[config.mk]
export PLATFORM = sky130hd
export DESIGN_NAME = pid_controller_clamped_unit
export DESIGN_NICKNAME = d
export VERILOG_FILES = /design/src/sv/pidc_pkg.sv /design/src/sv/pidc_regs.sv /design/src/sv/pid_controller_clamped_unit.sv
export SDC_FILE = /design/constraint.sdc
export NUM_CORES = 2
export LEC_CHECK = 0
export ABC_AREA = 1
export ABC_CLOCK_PERIOD_IN_PS = 9500
export BUFFER_PORTS_ARGS = -buffer_cell sky130_fd_sc_hd__buf_4
export CAP_MARGIN = 20
export CORE_MARGIN = 2
export CORE_UTILIZATION = 50
export CTS_BUF_LIST = sky130_fd_sc_hd__clkbuf_4 sky130_fd_sc_hd__clkbuf_8 sky130_fd_sc_hd__clkbuf_16
export DETAILED_ROUTE_END_ITERATION = 7
export GPL_TIMING_DRIVEN = 0
export PLACE_DENSITY = 0.74
export SYNTH_ARGS = -nofsm -noshare
export SYNTH_HDL_FRONTEND = slang
export SYNTH_SLANG_ARGS = --single-unit
[constraint.sdc]
create_clock -name i_clk -period 9.5 [get_ports i_clk]
set_input_delay 0 -clock i_clk [delete_from_list [all_inputs] [get_ports i_clk]]
set_output_delay 0 -clock i_clk [all_outputs]
set_load 0.05 [all_outputs]
[src/sv/pidc_pkg.sv]
`timescale 1ns / 1ps
// ----------------------------------------------------------------------------
// pidc_pkg
// Shared widths, register map and a clamp helper for the clamped PID controller.
// ----------------------------------------------------------------------------
package pidc_pkg;

    // Gain format: signed Q(16-FRAC).FRAC
    localparam int FRAC_BITS = 8;

    localparam int DATA_W = 16;               // measurement, setpoint, drive
    localparam int GAIN_W = 16;
    localparam int LIM_W  = 15;
    localparam int ERR_W  = DATA_W + 1;       // exact setpoint - measurement
    localparam int DIFF_W = ERR_W + 1;        // exact error change
    localparam int ISUM_W = DATA_W;           // clamped integral sum

    localparam int PPROD_W = GAIN_W + ERR_W;  // gain * error
    localparam int DPROD_W = GAIN_W + DIFF_W; // gain * error change
    localparam int PTERM_W = PPROD_W - FRAC_BITS;
    localparam int DTERM_W = DPROD_W - FRAC_BITS;
    localparam int SUM_W   = DTERM_W + 2;     // holds p + i + d exactly

    // APB register map
    localparam int APB_DW = 32;
    localparam int APB_AW = 5;
    localparam int IDX_W  = 3;

    localparam logic [IDX_W-1:0] REG_SETPOINT = 3'd0;
    localparam logic [IDX_W-1:0] REG_KP       = 3'd1;
    localparam logic [IDX_W-1:0] REG_KI       = 3'd2;
    localparam logic [IDX_W-1:0] REG_KD       = 3'd3;
    localparam logic [IDX_W-1:0] REG_LIMIT    = 3'd4;

    localparam logic [GAIN_W-1:0] KP_RESET    = 16'd256;
    localparam logic [LIM_W-1:0]  LIMIT_RESET = 15'd100;

    typedef struct packed {
        logic signed [DATA_W-1:0] setpoint;
        logic signed [GAIN_W-1:0] kp;
        logic signed [GAIN_W-1:0] ki;
        logic signed [GAIN_W-1:0] kd;
        logic        [LIM_W-1:0]  limit;
    } t_cfg;

    typedef struct packed {
        logic                    hit;
        logic signed [SUM_W-1:0] val;
    } t_clamp;

    // Symmetric clamp to +/- lim
    function automatic t_clamp clamp_sym(input logic signed [SUM_W-1:0] v,
                                         input logic [LIM_W-1:0] lim);
        logic signed [SUM_W-1:0] pos;
        logic signed [SUM_W-1:0] neg;
        t_clamp                  res;
        pos = $signed({{(SUM_W - LIM_W){1'b0}}, lim});
        neg = -pos;
        if (v > pos) begin
            res.hit = 1'b1;
            res.val = pos;
        end else if (v < neg) begin
            res.hit = 1'b1;
            res.val = neg;
        end else begin
            res.hit = 1'b0;
            res.val = v;
        end
        return res;
    endfunction

endpackage

[src/sv/pidc_regs.sv]
`timescale 1ns / 1ps
// ----------------------------------------------------------------------------
// pidc_regs
// APB register file: setpoint, three gains and the output limit.
// ----------------------------------------------------------------------------
module pidc_regs (
    input  logic                          i_clk,
    input  logic                          i_rst_n,
    input  logic                          psel,
    input  logic                          penable,
    input  logic                          pwrite,
    input  logic [pidc_pkg::APB_AW-1:0]   paddr,
    input  logic [pidc_pkg::APB_DW-1:0]   pwdata,
    output logic [pidc_pkg::APB_DW-1:0]   prdata,
    output logic                          pready,
    output pidc_pkg::t_cfg                o_cfg
);

    pidc_pkg::t_cfg                r_cfg;
    logic [pidc_pkg::IDX_W-1:0]    idx;
    logic                          wr_en;

    assign idx    = paddr[pidc_pkg::APB_AW-1:2];
    assign wr_en  = psel && penable && pwrite;
    assign pready = 1'b1;
    assign o_cfg  = r_cfg;

    always_ff @(posedge i_clk) begin
        if (!i_rst_n) begin
            r_cfg.setpoint <= '0;
            r_cfg.kp       <= pidc_pkg::KP_RESET;
            r_cfg.ki       <= '0;
            r_cfg.kd       <= '0;
            r_cfg.limit    <= pidc_pkg::LIMIT_RESET;
        end else if (wr_en) begin
            case (idx)
                pidc_pkg::REG_SETPOINT: begin
                    r_cfg.setpoint <= pwdata[pidc_pkg::DATA_W-1:0];
                end
                pidc_pkg::REG_KP: begin
                    r_cfg.kp <= pwdata[pidc_pkg::GAIN_W-1:0];
                end
                pidc_pkg::REG_KI: begin
                    r_cfg.ki <= pwdata[pidc_pkg::GAIN_W-1:0];
                end
                pidc_pkg::REG_KD: begin
                    r_cfg.kd <= pwdata[pidc_pkg::GAIN_W-1:0];
                end
                pidc_pkg::REG_LIMIT: begin
                    r_cfg.limit <= pwdata[pidc_pkg::LIM_W-1:0];
                end
                default: begin
                end
            endcase
        end
    end

    always_comb begin
        case (idx)
            pidc_pkg::REG_SETPOINT: begin
                prdata = pidc_pkg::APB_DW'(unsigned'(r_cfg.setpoint));
            end
            pidc_pkg::REG_KP: begin
                prdata = pidc_pkg::APB_DW'(unsigned'(r_cfg.kp));
            end
            pidc_pkg::REG_KI: begin
                prdata = pidc_pkg::APB_DW'(unsigned'(r_cfg.ki));
            end
            pidc_pkg::REG_KD: begin
                prdata = pidc_pkg::APB_DW'(unsigned'(r_cfg.kd));
            end
            pidc_pkg::REG_LIMIT: begin
                prdata = pidc_pkg::APB_DW'(r_cfg.limit);
            end
            default: begin
                prdata = '0;
            end
        endcase
    end

endmodule

[src/sv/pid_controller_clamped_unit.sv]
`timescale 1ns / 1ps
// ----------------------------------------------------------------------------
// pid_controller_clamped_unit
// PID controller with symmetric anti-windup clamp on integral and drive.
// ----------------------------------------------------------------------------
// Pipeline: an accepted input beat passes stage 1, stage 2 and the stage 3 output register.
// Throughput: one beat per cycle while the output accepts; each stage moves on when the next is
//   empty or draining, so bubbles collapse under output backpressure.
// Integral update is an add/clamp loop closed through one register in the last stage.
// Reset (synchronous, active low): registers to defaults, previous error
//   and integral sum to zero, all stages empty.
// ----------------------------------------------------------------------------
module pid_controller_clamped_unit (
    input  logic                                i_clk,
    input  logic                                i_rst_n,
    // input stream
    input  logic                                i_s_tvalid,
    output logic                                o_s_tready,
    input  logic [pidc_pkg::DATA_W-1:0]         i_s_tdata,  // [15:0] measurement
    // output stream
    output logic                                o_m_tvalid,
    input  logic                                i_m_tready,
    output logic [pidc_pkg::DATA_W-1:0]         o_m_tdata,  // [15:0] drive
    output logic                                o_m_tuser,  // [0] saturated
    // APB configuration
    input  logic                                psel,
    input  logic                                penable,
    input  logic                                pwrite,
    input  logic [pidc_pkg::APB_AW-1:0]         paddr,
    input  logic [pidc_pkg::APB_DW-1:0]         pwdata,
    output logic [pidc_pkg::APB_DW-1:0]         prdata,
    output logic                                pready
);

    pidc_pkg::t_cfg cfg;

    pidc_regs u_regs (
        .i_clk   (i_clk),
        .i_rst_n (i_rst_n),
        .psel    (psel),
        .penable (penable),
        .pwrite  (pwrite),
        .paddr   (paddr),
        .pwdata  (pwdata),
        .prdata  (prdata),
        .pready  (pready),
        .o_cfg   (cfg)
    );

    // ------------------------------------------------------------------
    // Stage flow control. Stage 3 is the output register.
    // ------------------------------------------------------------------
    logic r_v1, r_v2, r_v3;
    logic rdy1, rdy2, rdy3;
    logic ld1, ld2, ld3;

    assign rdy3 = !r_v3 || i_m_tready;
    assign rdy2 = !r_v2 || rdy3;
    assign rdy1 = !r_v1 || rdy2;

    assign ld1 = i_s_tvalid && rdy1;
    assign ld2 = r_v1 && rdy2;
    assign ld3 = r_v2 && rdy3;

    assign o_s_tready = rdy1;

    always_ff @(posedge i_clk) begin
        if (!i_rst_n) begin
            r_v1 <= 1'b0;
            r_v2 <= 1'b0;
            r_v3 <= 1'b0;
        end else begin
            if (rdy1) r_v1 <= i_s_tvalid;
            if (rdy2) r_v2 <= r_v1;
            if (rdy3) r_v3 <= r_v2;
        end
    end

    // ------------------------------------------------------------------
    // Stage 1: error and error change. Previous error advances per beat.
    // ------------------------------------------------------------------
    logic signed [pidc_pkg::DATA_W-1:0]  meas;
    logic signed [pidc_pkg::ERR_W-1:0]   n_err;
    logic signed [pidc_pkg::DIFF_W-1:0]  n_diff;
    logic signed [pidc_pkg::ERR_W-1:0]   r_prev_err;
    logic signed [pidc_pkg::ERR_W-1:0]   r_err_s1;
    logic signed [pidc_pkg::DIFF_W-1:0]  r_diff_s1;

    assign meas   = $signed(i_s_tdata);
    assign n_err  = pidc_pkg::ERR_W'(cfg.setpoint) - pidc_pkg::ERR_W'(meas);
    assign n_diff = pidc_pkg::DIFF_W'(n_err) - pidc_pkg::DIFF_W'(r_prev_err);

    always_ff @(posedge i_clk) begin
        if (!i_rst_n) begin
            r_prev_err <= '0;
        end else if (ld1) begin
            r_prev_err <= n_err;
        end
    end

    always_ff @(posedge i_clk) begin
        if (ld1) begin
            r_err_s1  <= n_err;
            r_diff_s1 <= n_diff;
        end
    end

    // ------------------------------------------------------------------
    // Stage 2: gain products, floor-shifted out of Q format.
    // ------------------------------------------------------------------
    logic signed [pidc_pkg::PPROD_W-1:0] prod_p;
    logic signed [pidc_pkg::PPROD_W-1:0] prod_i;
    logic signed [pidc_pkg::DPROD_W-1:0] prod_d;
    logic signed [pidc_pkg::PTERM_W-1:0] r_p_s2;
    logic signed [pidc_pkg::PTERM_W-1:0] r_i_s2;
    logic signed [pidc_pkg::DTERM_W-1:0] r_d_s2;

    assign prod_p = pidc_pkg::PPROD_W'(cfg.kp) * pidc_pkg::PPROD_W'(r_err_s1);
    assign prod_i = pidc_pkg::PPROD_W'(cfg.ki) * pidc_pkg::PPROD_W'(r_err_s1);
    assign prod_d = pidc_pkg::DPROD_W'(cfg.kd) * pidc_pkg::DPROD_W'(r_diff_s1);

    // dropping the low bits of a two's complement value is a floor shift
    always_ff @(posedge i_clk) begin
        if (ld2) begin
            r_p_s2 <= prod_p[pidc_pkg::PPROD_W-1:pidc_pkg::FRAC_BITS];
            r_i_s2 <= prod_i[pidc_pkg::PPROD_W-1:pidc_pkg::FRAC_BITS];
            r_d_s2 <= prod_d[pidc_pkg::DPROD_W-1:pidc_pkg::FRAC_BITS];
        end
    end

    // ------------------------------------------------------------------
    // Stage 3: integral update with clamp, sum, drive clamp.
    // ------------------------------------------------------------------
    logic signed [pidc_pkg::ISUM_W-1:0] r_isum;
    logic signed [pidc_pkg::ISUM_W-1:0] n_isum;
    logic signed [pidc_pkg::SUM_W-1:0]  isum_raw;
    logic signed [pidc_pkg::SUM_W-1:0]  total;
    pidc_pkg::t_clamp                   isum_clamp;
    pidc_pkg::t_clamp                   drive_clamp;
    logic signed [pidc_pkg::DATA_W-1:0] r_drive;
    logic                               r_sat;

    assign isum_raw   = pidc_pkg::SUM_W'(r_isum) + pidc_pkg::SUM_W'(r_i_s2);
    assign isum_clamp = pidc_pkg::clamp_sym(isum_raw, cfg.limit);
    // clamped value fits the limit range, so the low bits carry it
    assign n_isum     = isum_clamp.val[pidc_pkg::ISUM_W-1:0];
    assign total      = pidc_pkg::SUM_W'(r_p_s2) + pidc_pkg::SUM_W'(n_isum)
                      + pidc_pkg::SUM_W'(r_d_s2);
    assign drive_clamp = pidc_pkg::clamp_sym(total, cfg.limit);

    always_ff @(posedge i_clk) begin
        if (!i_rst_n) begin
            r_isum <= '0;
        end else if (ld3) begin
            r_isum <= n_isum;
        end
    end

    always_ff @(posedge i_clk) begin
        if (ld3) begin
            r_drive <= drive_clamp.val[pidc_pkg::DATA_W-1:0];
            r_sat   <= drive_clamp.hit;
        end
    end

    assign o_m_tvalid = r_v3;
    assign o_m_tdata  = r_drive;
    assign o_m_tuser  = r_sat;

    // ------------------------------------------------------------------
    // Checks
    // ------------------------------------------------------------------
    logic signed [pidc_pkg::DATA_W-1:0] lim_pos;
    logic signed [pidc_pkg::DATA_W-1:0] lim_neg;

    assign lim_pos = $signed({1'b0, cfg.limit});
    assign lim_neg = -lim_pos;

    // drive stays inside the limit window
    a_drive_in_range: assert property (@(posedge i_clk) disable iff (!i_rst_n)
        r_v3 |-> (r_drive <= lim_pos) && (r_drive >= lim_neg))
        else $error("drive outside limit window");

    // a saturated result sits exactly on the limit
    a_sat_on_limit: assert property (@(posedge i_clk) disable iff (!i_rst_n)
        (r_v3 && r_sat) |-> (r_drive == lim_pos) || (r_drive == lim_neg))
        else $error("saturated flag without drive on limit");

    // an accepted beat always lands in stage 1
    a_accept_fills: assert property (@(posedge i_clk) disable iff (!i_rst_n)
        (i_s_tvalid && o_s_tready) |=> r_v1)
        else $error("accepted beat lost at stage 1");

endmodule

Word level (Yosys, flattened, before mapping)
Cells that the tools add are included.
{ "word_totals": {"ff_bits": 243, "latch_bits": 0, "ram_bits": 0, "rom_bits": 0, "input_bits": 60, "out_inout_bits": 52, "wordCells": 57, "n_memories": 0} }
{ "classes": {"add_sub_neg": 6, "mul": 3, "div_mod_pow": 0, "magnitude_cmp": 4, "eq_ne": 4, "n_shift": 0, "mux": 5, "bitwise_logic": 0, "reduce_logical": 17} }
{ "op_table": {"columns": ["cell", "n"], "rows": [
  ["case mux 16 bit (5 select lines)", 1],
  ["multiplier 16 x 17 -> 33 bit", 2],
  ["multiplier 16 x 18 -> 34 bit", 1],
  ["2-to-1 mux 16 bit", 2],
  ["2-to-1 mux 29 bit", 1],
  ["less-than comparator 26 x 28 -> 1 bit", 1],
  ["less-than comparator 27 x 28 -> 1 bit", 1],
  ["negation 15 -> 28 bit", 1],
  ["adder 26 x 26 -> 27 bit", 1],
  ["> comparator 27 x 16 -> 1 bit", 1],
  ["adder 16 x 25 -> 26 bit", 1],
  ["adder 25 x 16 -> 26 bit", 1],
  ["> comparator 26 x 16 -> 1 bit", 1],
  ["subtractor 17 x 17 -> 18 bit", 1],
  ["subtractor 16 x 16 -> 17 bit", 1],
  ["2-to-1 mux 15 bit", 1],
  ["AND reduction 2 bit", 5],
  ["== test 3 x 2 -> 1 bit (second input constant)", 2],
  ["logical AND 1 bit", 5],
  ["== test 3 x 1 -> 1 bit (second input constant)", 1],
  ["== test 3 bit (second input constant)", 1],
  ["zero test 1 bit", 3],
  ["zero test 3 bit", 1],
  ["logical OR 1 bit", 3]
]} }

Depth between registers and ports, before layout
{ "depth": {"ltp_word": 9, "ltp_mapped": 55, "mapped_depth_nobuf": 53} }

By module
Synthesis repeated with hierarchy kept, for this count alone.
{ "hier_totals": {"cells_unflattened": 6336, "hier_area_um2": 49741.5} }
{ "by_module_without_submodules": {"columns": ["module", "instances", "cells_each", "area_each_um2", "seq_area_each_um2"], "rows": [
  ["pid_controller_clamped_unit", 1, 5687, 45621.3, 4564.4],
  ["pidc_regs", 1, 649, 4120.2, 1581.5]
]} }

Worst setup path after synthesis
No wires, ideal clock.
{ "synth_path": {"path_kind": "register -> register", "startpoint": "register r_i_s2[5] (netlist name)", "endpoint": "register r_drive, in the netlist o_m_tdata[15], data pin", "setup_ns": 0.255, "arrival_time_ns": 7.579, "required_time_ns": 9.245, "setup_slack_ns": 1.666, "path_stages_with_launch": 47, "n_path_buf": 4, "synth_period_minus_slack_ns": 7.834, "cell_sequence": "edfxtp_1 -> ha_1 -> nand2_1 -> inv_1 -> a21oi_1 -> nand2_2 -> nand2_1 -> nand2_1 -> nand4_1 -> o211ai_2 -> xor2_4 -> buf_4 -> inv_1 -> ha_1 -> nand2_1 -> inv_1 -> nand3_1 -> nor3_1 -> [11 not listed] -> nand2_1 -> nor4_1 -> nand3_1 -> nand3_1 -> nand2_1 -> nand2_1 -> xor2_4 -> buf_4 -> inv_1 -> ha_1 -> nand4_1 -> nor3_1 -> nand4_1 -> a21o_1 -> nand2_1 -> clkbuf_1 -> o21ai_0 -> and2_1"} }
{ "synth_lines": {"columns": ["item", "line", "text"], "rows": [
  ["from (decl)", "pid_controller_clamped_unit.sv:115", "logic signed [pidc_pkg::PTERM_W-1:0] r_i_s2;"],
  ["from (signal assigned)", "pid_controller_clamped_unit.sv:126", "r_i_s2 <= prod_i[pidc_pkg::PPROD_W-1:pidc_pkg::FRAC_BITS];"],
  ["to (signal assigned)", "pid_controller_clamped_unit.sv:161", "r_drive <= drive_clamp.val[pidc_pkg::DATA_W-1:0];"],
  ["to (decl)", "pid_controller_clamped_unit.sv:140", "logic signed [pidc_pkg::DATA_W-1:0] r_drive;"]
]} }

==> flow_summary.yaml <==
outcome:
  outcome: "completed"
setup_path:
  slowest_delay_ps: 430
  path_class: "register to register"
  critPathRequiredTime_ps: 9850
  crit_buf_inv: 10
  cp_slowest_cell: "fa_1"
  crit_family: "simple AND/OR/NAND/NOR gates"
  crit_path_end_kind: "register"
  cp_data_arrival_time_ps: 9290
  startpoint_type: "register"
  path_max_fanout: 10
  critPathMostFrequentCell: "nand2_1"
detailed_routing:
  first_pass_iters: 6
  post_drt_via_cell_ratio: 5.40
  drt-initial-drc-count: 3707
  via_count: 40800
  ant_nets: 0
  wire_per_inst_um: 20.4
  wl_um: 154000
  drcViolationCount: 0
sta:
  final.min_clock_period_ps: 8940
  fin_crit_sh: 0.941
  slew_violations: 0
  finalHoldViolations: 0
  hold_ws_ps: 33.3
  tightest_slew_ps: 1030
  fin_worst_skew_ps: 35.1
  setup_ws_ps: 559
  setup_viol_count_final: 0
  fmax_ghz: 0.112
  relSlewSlack: 0.313
floorplan:
  die_y_um: 316
  start_util: 0.503
  ios: 112
  core_area_um2: 96400
  die_w_um: 316
  die_area_um2: 99500
  rows: 114
run:
  drv_cap: 0
grt:
  grt_max_degree: 77
  grt-ovfl-total: 0
  grtUsageTotal: 0.314
  grt_pass1_wl_um: 237000
  antenna_found_initial: 8
  grt_pass1_vias: 41100
place:
  finalWeightedCongestion: 1.06
  portBuffers: 75
  dp_hpwl_um: 132000
  dp.cells: 7474
  pre_cts_ws_ps: -247
logic_synthesis:
  synth_edf_count: 128
  yosysTopAreaCell: "fa_1"
  synth_ff_type: "edfxtp_1"
  ys_warn_count: 0
  syn_inst: 6108
  seq_area_frac_synth: 0.127
  ys_types: 54
  syn_area_per_cell_um2: 7.94
  netlist_area_um2: 48500
  async_reset_ff_frac: 0
  postSynthRegisterBits: 243
  synth_top_area_share: 0.359
  synth_area_leaders: "fa_1 36%, inv_1 12%, nand2_1 11%, ha_1 11%, edfxtp_1 7.9%"
cells_and_area:
  nNetsFinal: 7601
  final_util: 0.541
  layout-drive-gt1-share: 0.0404
  syn2layout_area_growth_pct: 7.42
  fin_cells: 7565
  fillers: 9065
clocking:
  clock-root-buffer: "clkbuf_16"
  cts_tree: "built"
  cts_buffers: 29
  cts_buffer_depth: 3
  clkSinkCount: 243
  clk_latency_ps: 600
  htreeDepth: 1
  clk_pin_slew_ps: 60
power:
  p_per_area_nw_per_um2: 106
  finalPower_mw: 5.50
  p_leak_nw: 26.0
  peakVddDrop_mv: 0.113
worst_hold_path:
  min_path_type: "primary input to register"
==> per-stage QoR <==
stage / instance area (µm²) / TNS (ps)
floorplan: 48600 / 0
CTS: 52000 / 0
detailed placement: 50700 / -1770
finish: 52100 / 0
global route: 52100 / -22.6
global placement: 50700 / -1120
==> what timing repair did <==
item | in CTS | in global routing
resized for setup | 4 | 21
endpoints found under the hold margin | 83 | 0
pin swaps | 0 | 1
setup endpoints to repair | 17 | 17
buffers inserted | 3 | 8
hold buffers | 19 | 0
==> sequential cells by signal, indices dropped and copies added (netlist names) <==
register	flops
r_v1	1
r_prev_err	17
r_isum	16
r_p_s2	25
o_m_tvalid	1
r_diff_s1	18
o_m_tdata	16
u_regs.o_cfg	79
r_err_s1	17
o_m_tuser	1
r_v2	1
r_d_s2	26
r_i_s2	25
==> tightest hold or removal path: stages <==
cell,delay (ps)
buf_4,80
nand2_1,70
clkbuf_1,240
a21oi_1,190
==> synth_stat cells (26+ instances only) <==
library cell  instances
a21oi_1             270
o21ai_0             220
fa_1                869
xor2_1              111
clkbuf_1            164
nand2_1            1459
nor3_1               26
xnor2_1              59
inv_1              1516
ha_1                413
dfxtp_1             115
edfxtp_1            128
buf_1                35
nand3_1             146
nand4_1              36
nor2_1              305
==> layer usage <==
metal	routed length (µm)	vias to the layer above	track usage
li1	-	18500	-
met1	62900	19800	0.428
met2	66300	2110	0.479
met3	18300	407	0.0914
met4	6600	8	0.107
met5	211	-	0
==> layout make-up <==
class	instances	area, µm²	share of cell area
Clock inverter	16	208	0.00399
Multi-Input combinational cell	4120	35800	0.686
Antenna cell	7	17.5	0.000336
Clock buffer	38	818	0.0157
Inverter	1527	5740	0.110
Tap cell	1276	1600	0.0306
Timing Repair Buffer	105	836	0.0160
Buffer	233	997	0.0191
Sequential cell	243	6150	0.118
==> kinds of logic (layout without fill, tap and decap cells) <==
group                    count (synthesis)  count (layout)  share of synthesized area
adder cells (fa/ha/maj)               1282            1282                      0.465
XOR/XNOR                               172             172                     0.0318
buffers and inverters                 1760            1919                      0.139
other                                    2              24                   0.000155
AO/OA/AOI/OAI                          604             604                     0.0684
flip-flops                             243             243                      0.127
AND/OR/NAND/NOR                       2045            2045                      0.169
==> path summary, 6_finish.rpt <==
check | from | end | slack, ps | cells past startpoint
setup / recovery | r_i_s2[6] | o_m_tdata[15] | 560 | 46
hold / removal | i_s_tvalid | r_prev_err[1] | 30 | 4
setup reg to reg | r_i_s2[6] | o_m_tdata[15] | 560 | 46
hold reg to reg | r_v2 | o_m_tvalid | 460 | 2
==> layout by cell type, fill, tap and decap left out, drive strengths merged, types with 17 or more instances in the layout <==
cell and count:
nor3 33, a21oi 272, clkbuf 203, o211ai 17
dfxtp 115, buf 154, ha 413, conb 17
xnor2 59, fa 869, o21ai 224, xor2 113
dlygate4sd3 19, inv 1525, nand3 148, nand4 36
nand2 1480, nor2 310, edfxtp 128
==> power breakdown <==
part           internal [mW]  leakage [nW]  switching, mW
logic                  0.964          23.4           1.99
clock network          0.719         0.508          0.483
registers               1.25          2.16         0.0977
Power figures use the tool's default switching activity.
